--- config.mk ---
export PLATFORM = sky130hd
export DESIGN_NAME = radix_integer_to_symbols
export DESIGN_NICKNAME = d
export VERILOG_FILES = /design/src/hw/rtl/rits_pkg.sv /design/src/hw/rtl/radix_integer_to_symbols.sv /design/src/hw/rtl/rits_symbol_ram.sv /design/src/hw/rtl/rits_base_check.sv /design/src/hw/rtl/rits_divider.sv
export SDC_FILE = /design/constraint.sdc
export NUM_CORES = 2
export LEC_CHECK = 0
export BUFFER_PORTS_ARGS = -buffer_cell sky130_fd_sc_hd__buf_4
export CORE_ASPECT_RATIO = 1.1
export CORE_MARGIN = 10
export CORE_UTILIZATION = 30
export CTS_CLUSTER_DIAMETER = 200
export DETAILED_ROUTE_END_ITERATION = 12
export GPL_TIMING_DRIVEN = 0
export SLEW_MARGIN = 20
export SYNTH_ARGS = -nofsm -noshare
export SYNTH_HDL_FRONTEND = slang
export SYNTH_SLANG_ARGS = --single-unit
--- constraint.sdc ---
create_clock -name clk_i -period 4 [get_ports clk_i]
set_clock_uncertainty 0.1 [all_clocks]
set_input_delay 0.6 -clock clk_i [delete_from_list [all_inputs] [get_ports clk_i]]
set_output_delay 0.6 -clock clk_i [all_outputs]
set_load 0.03 [all_outputs]
--- src/hw/rtl/rits_pkg.sv ---
// Package for the radix integer-to-symbols converter: payload structs,
// state encoding, character codes and default parameter values.
// No dependencies; every other file of the block imports it.
`timescale 1ns / 1ps

package rits_pkg;

  // Widths of the fixed fields.
  localparam int RADIX_W  = 7;
  localparam int CHAR_W   = 8;
  localparam int SYMIDX_W = 6;
  localparam int VALUE_W  = 32;

  // Default parameter values for the top level.
  localparam int MAX_RADIX_DEF   = 64;
  localparam int VALUE_WIDTH_DEF = 32;

  // Register reset value and special character codes.
  localparam logic [RADIX_W-1:0] RADIX_RESET = 7'd10;
  localparam logic [CHAR_W-1:0]  CHAR_NUL    = 8'h00;
  localparam logic [CHAR_W-1:0]  CHAR_PLUS   = 8'h2B;
  localparam logic [CHAR_W-1:0]  CHAR_MINUS  = 8'h2D;

  // Operation codes of an input item.
  localparam logic OP_LOAD    = 1'b0;
  localparam logic OP_CONVERT = 1'b1;

  typedef struct packed {
    logic                       operation;
    logic [SYMIDX_W-1:0]        symbol_index;
    logic [CHAR_W-1:0]          symbol_code;
    logic signed [VALUE_W-1:0]  value;
  } rits_in_t;

  typedef struct packed {
    logic [CHAR_W-1:0] out_char;
    logic              last;
  } rits_out_t;

  // Result of a base check, reported for one cycle.
  typedef struct packed {
    logic done;
    logic ok;
  } rits_check_t;

  typedef enum logic [2:0] {
    S_IDLE,
    S_CHECK,
    S_DIVIDE,
    S_SIGN,
    S_STACK,
    S_TABLE,
    S_PUT
  } rits_state_e;

endpackage

--- src/hw/rtl/radix_integer_to_symbols.sv ---
// Top level of the radix integer-to-symbols converter: control sequencer,
// digit stack, output register. Uses rits_pkg and the modules of rits_*.
`timescale 1ns / 1ps

// A load item writes one symbol into the table. A convert item first
// checks the base: the checker reads one symbol per cycle from the table
// memory. Each digit then comes from the bit-serial divider, and each digit
// character leaves through the digit stack and the table read port, after
// a minus sign for a negative value; out_ready_i can hold them back. The
// last character waits in the output register while the next item is
// taken.
// No clearing pass follows reset; table entries must be loaded before use.
module radix_integer_to_symbols import rits_pkg::*; #(
  parameter int MAX_RADIX   = MAX_RADIX_DEF,
  parameter int VALUE_WIDTH = VALUE_WIDTH_DEF
) (
  input  logic               clk_i,
  input  logic               rst_ni,
  input  logic               in_valid_i,
  output logic               in_ready_o,
  input  rits_in_t           in_data_i,
  output logic               out_valid_o,
  input  logic               out_ready_i,
  output rits_out_t          out_data_o,
  input  logic               cfg_valid_i,
  output logic               cfg_ready_o,
  input  logic [RADIX_W-1:0] cfg_data_i
);

  localparam int IDX_W  = $clog2(MAX_RADIX);
  localparam int DIG_W  = IDX_W;
  localparam int STK_W  = $clog2(VALUE_WIDTH);
  localparam int DCNT_W = $clog2(VALUE_WIDTH + 1);

  rits_state_e            state_q, state_d;
  logic [RADIX_W-1:0]     radix_q;
  logic                   neg_q;
  logic [VALUE_WIDTH-1:0] mag_q;
  logic [DCNT_W-1:0]      dcnt_q, dcnt_m1;
  logic [DIG_W-1:0]       stk_mem [VALUE_WIDTH];
  logic [DIG_W-1:0]       stk_rd_q;
  logic                   out_valid_q;
  rits_out_t              out_data_q, out_d;

  logic                   in_xfer, chk_start, div_start, stk_wr, stk_rd, tbl_rd;
  logic                   out_load, slot_free, ram_wr, ram_rd;
  logic [IDX_W-1:0]       ram_rd_addr, chk_addr;
  logic                   chk_rd;
  logic [CHAR_W-1:0]      ram_data;
  rits_check_t            chk_status;
  logic                   div_done, div_nz;
  logic [VALUE_WIDTH-1:0] div_quot, div_dividend;
  logic [RADIX_W-1:0]     div_rem;
  logic signed [63:0]     val_ext;
  logic [VALUE_WIDTH-1:0] val_w, val_mag;

  assign in_xfer   = in_valid_i && in_ready_o;
  assign slot_free = !out_valid_q || out_ready_i;
  assign dcnt_m1   = dcnt_q - 1'b1;

  // Input value sign-extended, cut to the working width, made a magnitude.
  assign val_ext = 64'(in_data_i.value);
  assign val_w   = val_ext[VALUE_WIDTH-1:0];
  assign val_mag = val_w[VALUE_WIDTH-1] ? (~val_w + 1'b1) : val_w;

  // Next state.
  always_comb begin
    state_d = state_q;
    case (state_q)
      S_IDLE: begin
        if (in_xfer && (in_data_i.operation == OP_CONVERT)) begin
          state_d = S_CHECK;
        end
      end
      S_CHECK: begin
        if (chk_status.done) begin
          state_d = chk_status.ok ? S_DIVIDE : S_IDLE;
        end
      end
      S_DIVIDE: begin
        if (div_done && !div_nz) begin
          state_d = neg_q ? S_SIGN : S_STACK;
        end
      end
      S_SIGN: begin
        if (slot_free) begin
          state_d = S_STACK;
        end
      end
      S_STACK: state_d = S_TABLE;
      S_TABLE: state_d = S_PUT;
      S_PUT: begin
        if (slot_free) begin
          state_d = (dcnt_q == DCNT_W'(1)) ? S_IDLE : S_STACK;
        end
      end
      default: state_d = S_IDLE;
    endcase
  end

  // Outputs of the sequencer.
  always_comb begin
    in_ready_o   = 1'b0;
    chk_start    = 1'b0;
    div_start    = 1'b0;
    div_dividend = mag_q;
    stk_wr       = 1'b0;
    stk_rd       = 1'b0;
    tbl_rd       = 1'b0;
    out_load     = 1'b0;
    out_d        = '{out_char: ram_data, last: (dcnt_q == DCNT_W'(1))};
    case (state_q)
      S_IDLE: begin
        in_ready_o = 1'b1;
        chk_start  = in_xfer && (in_data_i.operation == OP_CONVERT);
      end
      S_CHECK: begin
        div_start = chk_status.done && chk_status.ok;
      end
      S_DIVIDE: begin
        div_dividend = div_quot;
        stk_wr       = div_done;
        div_start    = div_done && div_nz;
      end
      S_SIGN: begin
        out_load = slot_free;
        out_d    = '{out_char: CHAR_MINUS, last: 1'b0};
      end
      S_STACK: stk_rd = 1'b1;
      S_TABLE: tbl_rd = 1'b1;
      S_PUT:   out_load = slot_free;
      default: ;
    endcase
  end

  // Symbol table port sharing: the checker reads during the check, the
  // sequencer reads while characters go out; loads write only when idle.
  assign ram_wr = in_xfer && (in_data_i.operation == OP_LOAD) &&
                  (int'(in_data_i.symbol_index) < MAX_RADIX);
  assign ram_rd      = chk_rd || tbl_rd;
  assign ram_rd_addr = tbl_rd ? stk_rd_q : chk_addr;

  rits_symbol_ram #(
    .MAX_RADIX (MAX_RADIX)
  ) u_ram (
    .clk_i     (clk_i),
    .wr_en_i   (ram_wr),
    .wr_addr_i (IDX_W'(in_data_i.symbol_index)),
    .wr_data_i (in_data_i.symbol_code),
    .rd_en_i   (ram_rd),
    .rd_addr_i (ram_rd_addr),
    .rd_data_o (ram_data)
  );

  rits_base_check #(
    .MAX_RADIX (MAX_RADIX)
  ) u_check (
    .clk_i     (clk_i),
    .rst_ni    (rst_ni),
    .start_i   (chk_start),
    .radix_i   (radix_q),
    .rd_en_o   (chk_rd),
    .rd_addr_o (chk_addr),
    .rd_data_i (ram_data),
    .status_o  (chk_status)
  );

  rits_divider #(
    .VALUE_WIDTH (VALUE_WIDTH)
  ) u_div (
    .clk_i       (clk_i),
    .rst_ni      (rst_ni),
    .start_i     (div_start),
    .dividend_i  (div_dividend),
    .divisor_i   (radix_q),
    .done_o      (div_done),
    .quotient_o  (div_quot),
    .remainder_o (div_rem),
    .nonzero_o   (div_nz)
  );

  // Control registers.
  always_ff @(posedge clk_i or negedge rst_ni) begin
    if (!rst_ni) begin
      state_q     <= S_IDLE;
      radix_q     <= RADIX_RESET;
      dcnt_q      <= '0;
      out_valid_q <= 1'b0;
    end else begin
      state_q <= state_d;
      if (cfg_valid_i && cfg_ready_o) begin
        radix_q <= cfg_data_i;
      end
      if (state_q == S_CHECK) begin
        dcnt_q <= '0;
      end else if (stk_wr) begin
        dcnt_q <= dcnt_q + 1'b1;
      end else if (out_load && (state_q == S_PUT)) begin
        dcnt_q <= dcnt_m1;
      end
      if (out_load) begin
        out_valid_q <= 1'b1;
      end else if (out_ready_i) begin
        out_valid_q <= 1'b0;
      end
    end
  end

  // Payload registers: sign, magnitude and the output character.
  always_ff @(posedge clk_i) begin
    if (chk_start) begin
      neg_q <= val_w[VALUE_WIDTH-1];
      mag_q <= val_mag;
    end
    if (out_load) begin
      out_data_q <= out_d;
    end
  end

  // Digit stack: remainders pushed least significant first, popped in
  // reverse order through a registered read.
  always_ff @(posedge clk_i) begin
    if (stk_wr) begin
      stk_mem[dcnt_q[STK_W-1:0]] <= DIG_W'(div_rem);
    end
    if (stk_rd) begin
      stk_rd_q <= stk_mem[dcnt_m1[STK_W-1:0]];
    end
  end

  assign cfg_ready_o = 1'b1;
  assign out_valid_o = out_valid_q;
  assign out_data_o  = out_data_q;

  // A check result arrives only while the sequencer waits for it.
  assert property (@(posedge clk_i) disable iff (!rst_ni)
    chk_status.done |-> (state_q == S_CHECK))
    else $error("base check finished outside the check phase");

  // The digit count never passes the stack depth.
  assert property (@(posedge clk_i) disable iff (!rst_ni)
    int'(dcnt_q) <= VALUE_WIDTH)
    else $error("digit stack overflow");

  // A character is popped only while digits remain on the stack.
  assert property (@(posedge clk_i) disable iff (!rst_ni)
    ((state_q == S_STACK) || (state_q == S_PUT)) |-> (dcnt_q != '0))
    else $error("digit stack underflow");

  // Once the final character is loaded, the next item may enter.
  assert property (@(posedge clk_i) disable iff (!rst_ni)
    (out_load && out_d.last) |=> in_ready_o)
    else $error("sequencer not idle after the final character");

endmodule

--- src/hw/rtl/rits_symbol_ram.sv ---
// Symbol table memory: one write port and one registered read port.
// Depends on rits_pkg for the character width.
`timescale 1ns / 1ps

module rits_symbol_ram import rits_pkg::*; #(
  parameter int MAX_RADIX = MAX_RADIX_DEF
) (
  input  logic                         clk_i,
  input  logic                         wr_en_i,
  input  logic [$clog2(MAX_RADIX)-1:0] wr_addr_i,
  input  logic [CHAR_W-1:0]            wr_data_i,
  input  logic                         rd_en_i,
  input  logic [$clog2(MAX_RADIX)-1:0] rd_addr_i,
  output logic [CHAR_W-1:0]            rd_data_o
);

  logic [CHAR_W-1:0] mem [MAX_RADIX];
  logic [CHAR_W-1:0] rd_data_q;

  // Write port.
  always_ff @(posedge clk_i) begin
    if (wr_en_i) begin
      mem[wr_addr_i] <= wr_data_i;
    end
  end

  // Registered read port; data holds until the next read.
  always_ff @(posedge clk_i) begin
    if (rd_en_i) begin
      rd_data_q <= mem[rd_addr_i];
    end
  end

  assign rd_data_o = rd_data_q;

endmodule

--- src/hw/rtl/rits_base_check.sv ---
// Base check: walks the symbols in use, one per cycle, and flags reserved
// codes and duplicates with a bitmap of codes seen. Depends on rits_pkg.
`timescale 1ns / 1ps

module rits_base_check import rits_pkg::*; #(
  parameter int MAX_RADIX = MAX_RADIX_DEF
) (
  input  logic                         clk_i,
  input  logic                         rst_ni,
  input  logic                         start_i,
  input  logic [RADIX_W-1:0]           radix_i,
  output logic                         rd_en_o,
  output logic [$clog2(MAX_RADIX)-1:0] rd_addr_o,
  input  logic [CHAR_W-1:0]            rd_data_i,
  output rits_check_t                  status_o
);

  localparam int IDX_W = $clog2(MAX_RADIX);
  localparam int CNT_W = IDX_W + 1;
  localparam int CODES = 1 << CHAR_W;

  logic             busy_q, pend_q, ok_q, done_q;
  logic [CNT_W-1:0] cnt_q, limit_q;
  logic [CODES-1:0] seen_q;
  logic             range_ok, issue, bad;

  // The radix itself must lie from 2 up to MAX_RADIX, the table size.
  assign range_ok = (radix_i >= RADIX_W'(2)) && (int'(radix_i) <= MAX_RADIX);

  assign issue     = busy_q && (cnt_q != limit_q);
  assign rd_en_o   = issue;
  assign rd_addr_o = cnt_q[IDX_W-1:0];

  // The symbol read in the previous cycle is checked against the reserved codes
  // and against every code already seen.
  assign bad = (rd_data_i == CHAR_NUL) || (rd_data_i == CHAR_PLUS) ||
               (rd_data_i == CHAR_MINUS) || seen_q[rd_data_i];

  // Control of the walk over the table.
  always_ff @(posedge clk_i or negedge rst_ni) begin
    if (!rst_ni) begin
      busy_q  <= 1'b0;
      pend_q  <= 1'b0;
      ok_q    <= 1'b0;
      done_q  <= 1'b0;
      cnt_q   <= '0;
      limit_q <= '0;
    end else begin
      done_q <= 1'b0;
      if (start_i) begin
        busy_q  <= range_ok;
        done_q  <= !range_ok;
        ok_q    <= range_ok;
        pend_q  <= 1'b0;
        cnt_q   <= '0;
        limit_q <= CNT_W'(radix_i);
      end else if (busy_q) begin
        pend_q <= issue;
        if (issue) begin
          cnt_q <= cnt_q + 1'b1;
        end
        if (pend_q && bad) begin
          ok_q <= 1'b0;
        end
        if (!issue && !pend_q) begin
          busy_q <= 1'b0;
          done_q <= 1'b1;
        end
      end
    end
  end

  // Bitmap of codes seen, cleared at the start of each check.
  always_ff @(posedge clk_i) begin
    if (start_i) begin
      seen_q <= '0;
    end else if (busy_q && pend_q) begin
      seen_q[rd_data_i] <= 1'b1;
    end
  end

  assign status_o = '{done: done_q, ok: ok_q};

endmodule

--- src/hw/rtl/rits_divider.sv ---
// Bit-serial restoring divider: one quotient bit per cycle, giving the
// quotient, the remainder and whether the quotient is nonzero. Uses rits_pkg.
`timescale 1ns / 1ps

module rits_divider import rits_pkg::*; #(
  parameter int VALUE_WIDTH = VALUE_WIDTH_DEF
) (
  input  logic                   clk_i,
  input  logic                   rst_ni,
  input  logic                   start_i,
  input  logic [VALUE_WIDTH-1:0] dividend_i,
  input  logic [RADIX_W-1:0]     divisor_i,
  output logic                   done_o,
  output logic [VALUE_WIDTH-1:0] quotient_o,
  output logic [RADIX_W-1:0]     remainder_o,
  output logic                   nonzero_o
);

  localparam int STEP_W = $clog2(VALUE_WIDTH + 1);

  logic                   busy_q, done_q, nz_q;
  logic [STEP_W-1:0]      step_q;
  logic [VALUE_WIDTH-1:0] dvd_q;
  logic [RADIX_W-1:0]     rem_q;
  logic [RADIX_W:0]       trial, diff;
  logic                   ge;

  // One restoring step: bring down the next dividend bit and subtract
  // the divisor where it fits.
  assign trial = {rem_q, dvd_q[VALUE_WIDTH-1]};
  assign diff  = trial - {1'b0, divisor_i};
  assign ge    = trial >= {1'b0, divisor_i};

  always_ff @(posedge clk_i or negedge rst_ni) begin
    if (!rst_ni) begin
      busy_q <= 1'b0;
      done_q <= 1'b0;
      step_q <= '0;
    end else begin
      done_q <= 1'b0;
      if (start_i) begin
        busy_q <= 1'b1;
        step_q <= '0;
      end else if (busy_q) begin
        step_q <= step_q + 1'b1;
        if (step_q == STEP_W'(VALUE_WIDTH - 1)) begin
          busy_q <= 1'b0;
          done_q <= 1'b1;
        end
      end
    end
  end

  // Datapath: the dividend register turns into the quotient bit by bit.
  always_ff @(posedge clk_i) begin
    if (start_i) begin
      dvd_q <= dividend_i;
      rem_q <= '0;
      nz_q  <= 1'b0;
    end else if (busy_q) begin
      dvd_q <= {dvd_q[VALUE_WIDTH-2:0], ge};
      rem_q <= ge ? diff[RADIX_W-1:0] : trial[RADIX_W-1:0];
      nz_q  <= nz_q | ge;
    end
  end

  assign done_o      = done_q;
  assign quotient_o  = dvd_q;
  assign remainder_o = rem_q;
  assign nonzero_o   = nz_q;

endmodule

==> reports/summary.txt <==
Status - completed
ANT nets after route - 0
Hold Vio Cnt, Final - 0
Seq cells post-synth - 1099
Measured slew at the worst slew-check pin - 991.1 ps
Avg Inst Size Synth - 14.15 µm²
First-pass GRT wire length - 172000 µm
Drt pass-1 iters - 7
Synth Warn # - 0
CP Data Required Time - 4440 ps
Unrepaired setup endpoints after global routing - no
DR iter-0 viols - 2997
Die ar. - 0.1620 mm²
Max-Slew Margin vs Limit - 0.3203
F_max - 0.2521 GHz
Final Cycle Share - 0.9918
Die X - 384.6 µm
Fraction of layout cells with a size suffix above 1 - 0.1613
Num CTS Buffers - 108
Post-synthesis cell area - 0.04387 mm²
Routed len/inst - 21.64 µm
Post-synthesis cell type count - 72
Final Core Density - 0.3479
Grt total ovfl - 0
Clock-pin transition on the worst setup and hold timing paths - 60 ps
Max-cap violations - 0
Syn_nets - 3176
Ys flop type - edfxtp_1
Power Density - 660.7 mW/mm²
Clock Tree Root - clkbuf_16
Core ar. - 0.1457 mm²
Final #Nets - 3364
Setup ws final - 32.94 ps
Skew-Pair Late Insertion Delay - 710 ps
Vias per cell - 5.096
Largest net degree at the start of global routing - 65
Peak supply drop - 391.0 µV
Pre-CTS setup slack - -1127 ps
TritonCTS clock tree - done
Critical path class - flop to flop
Min cycle time layout - 3967 ps
Data arrival time of the worst path - 4400 ps
Initial Utilization - 0.3012
Number of global-route vias before repair - 26800
Fraction of registers with async set/reset - 0.03913
CTS Buffer Depth - 3
Seq/Total Area, Yosys - 0.6871
Clock sink total - 1099
Reg2reg setup slack - 30 ps
DP HPWL - 74160 µm
Number of inserted diodes - 0
Initial antenna violation count - 4
Setup TNS - 0 ps
LEAKAGE - 17.22 nW
Critical Path Sink Type - flop
Die height - 421.1 µm
Vias - 27090
GPL Wtd Cong - 0.8612
Critical path fanouts, max - 13
Io pins - 71
H-tree levels - 3
Final hold slack - 67.52 ps
Drt drc - 0
Routed WL - 115100 µm
Row cnt - 147
IO Port Bufs - 66
Slew Viols, Final - 0
Post-synth EDFFs - 792
Most common cell after layout, fill and taps aside - edfxtp_1
GRT Total Usage - 0.1373
Most frequent cells in the layout - edfxtp_1, nor2_1, a21oi_1
Synth Instances - 3101
Startpoint Class - flop
# setup viols final - 0
Hold Path Class - input pin to flop
Area grow syn2layout - 15.50%
## cells in the mapped netlist, types with 4 or more instances
cell type | n | area (µm²)
clkbuf_1 | 142 | 533.0
or3b_2 | 5 | 43.79
nor2b_1 | 16 | 100.1
nor3b_1 | 4 | 30.03
or3_1 | 8 | 50.05
nand3_1 | 45 | 225.2
a21oi_1 | 298 | 1491
buf_1 | 30 | 112.6
edfxtp_1 | 792 | 23780
and4_1 | 8 | 70.07
mux4_2 | 185 | 4167
and2_1 | 7 | 43.79
ha_1 | 15 | 187.7
a211oi_1 | 8 | 60.06
and3_1 | 5 | 31.28
o22ai_1 | 41 | 256.5
mux2_2 | 16 | 180.2
nor4_1 | 6 | 37.54
mux2i_1 | 101 | 1011
buf_2 | 14 | 70.07
dfxtp_1 | 264 | 5285
nor2_1 | 439 | 1648
o21ai_0 | 61 | 305.3
nand4_1 | 21 | 131.4
nand2_1 | 278 | 1044
nor3_1 | 18 | 90.09
a222oi_1 | 7 | 70.07
xor2_1 | 17 | 148.9
o31ai_1 | 7 | 52.55
dfrtp_1 | 41 | 1026
inv_1 | 18 | 67.56
o2111ai_1 | 9 | 78.83
or4_1 | 13 | 97.59
nand3b_1 | 11 | 82.58
a22oi_1 | 25 | 187.7
a31oi_1 | 12 | 75.07
xnor2_1 | 39 | 341.6
nand2b_1 | 20 | 125.1
## sequential cells by signal, summed over array words and instances, names as in the netlist, 7 cells and up
signal / flops
mag_q: 32
u_check.seen_q: 256
radix_q: 7
u_ram.mem: 512
u_check.cnt_q: 7
u_ram.rd_data_o: 8
u_div.quotient_o: 32
stk_mem: 192
u_check.limit_q: 7
out_data_o: 9
u_div.remainder_o: 7
## path summary, 6_finish.rpt
check | from | end | depth (start not counted)
worst max-delay path | u_ram.rd_data_o[2]$_DFFE_PP_ | u_check.ok_q$_DFFE_PN0P_ | 8
max in group asynchronous | rst_ni | dcnt_q[3]$_DFFE_PN0P_ | 2
min in group asynchronous | rst_ni | radix_q[0]$_DFFE_PN0P_ | 2
worst min register to register | u_check.seen_q[181]$_SDFFE_PP0P_ | u_check.seen_q[181]$_SDFFE_PP0P_ | 2
worst min-delay path | cfg_valid_i | radix_q[0]$_DFFE_PN0P_ | 2
worst max register to register | u_ram.rd_data_o[2]$_DFFE_PP_ | u_check.ok_q$_DFFE_PN0P_ | 8
## final cells by class
class                           instances  area, µm²
Fill cell                           14030      94990
Sequential cell                      1099      30150
Multi-Input combinational cell       1796      13030
Clock buffer                          127       2825
Tap cell                             1937       2424
Buffer                                185      825.8
Clock inverter                         73      694.4
Timing Repair Buffer                   80      648.1
Inverter                               19      71.32
## metal layers
| layer | track usage | wire [µm] |
|---|---|---|
| met2 | 0.2167 | 53600 |
| met3 | 0.03241 | 9118 |
| met4 | 0.03998 | 3099 |
| met5 | 0 | 54 |
| met1 | 0.1872 | 49190 |
## cell families after synthesis
group,share of synthesized area
buf+inv,0.01811
simple gates,0.08961
mux,0.1221
other cells,0.00008547
fa+ha+maj,0.004734
xor+xnor,0.01118
flops,0.6871
compound gates,0.06705
## where the power goes
| group | total (mW) | switching, mW | internal (mW) | leakage, nW |
|---|---|---|---|---|
| Sequential | 14.2 | 0.759 | 13.5 | 9.84 |
| Clock | 10.1 | 4.42 | 5.71 | 1.71 |
| Combinational | 9.12 | 5.72 | 3.40 | 5.68 |
| Total | 33.5 | 10.9 | 22.6 | 17.2 |
## critical path, stage by stage (launching register included)
cell and delay (ps):
edfxtp_1 770, clkbuf_2 480, clkdlybuf4s15_2 580, nor2_1 340, a22oi_1 280, o21ai_0 140, a221oi_1 330, nand4_1 160
o311ai_0 600
## per-stage QoR
stage	total power, mW	cells	cell area [µm²]
floorplan	20.10	3101	43870
global placement	23.29	5104	46790
detailed placement	23.47	5109	46920
CTS	33.66	5316	50640
global route	34.87	5316	50670
finish	33.48	5316	50670
## timing repair
item / CTS / global route
gates cloned: 0 / 0
pin swaps: 1 / 0
setup endpoints to repair: 213 / 110
gates resized for setup: 65 / 20
hold buffers: 7 / 0
buffers inserted: 2 / 0
hold endpoints to repair: 47 / 0
No activity file was read; power rests on OpenSTA's default activity.
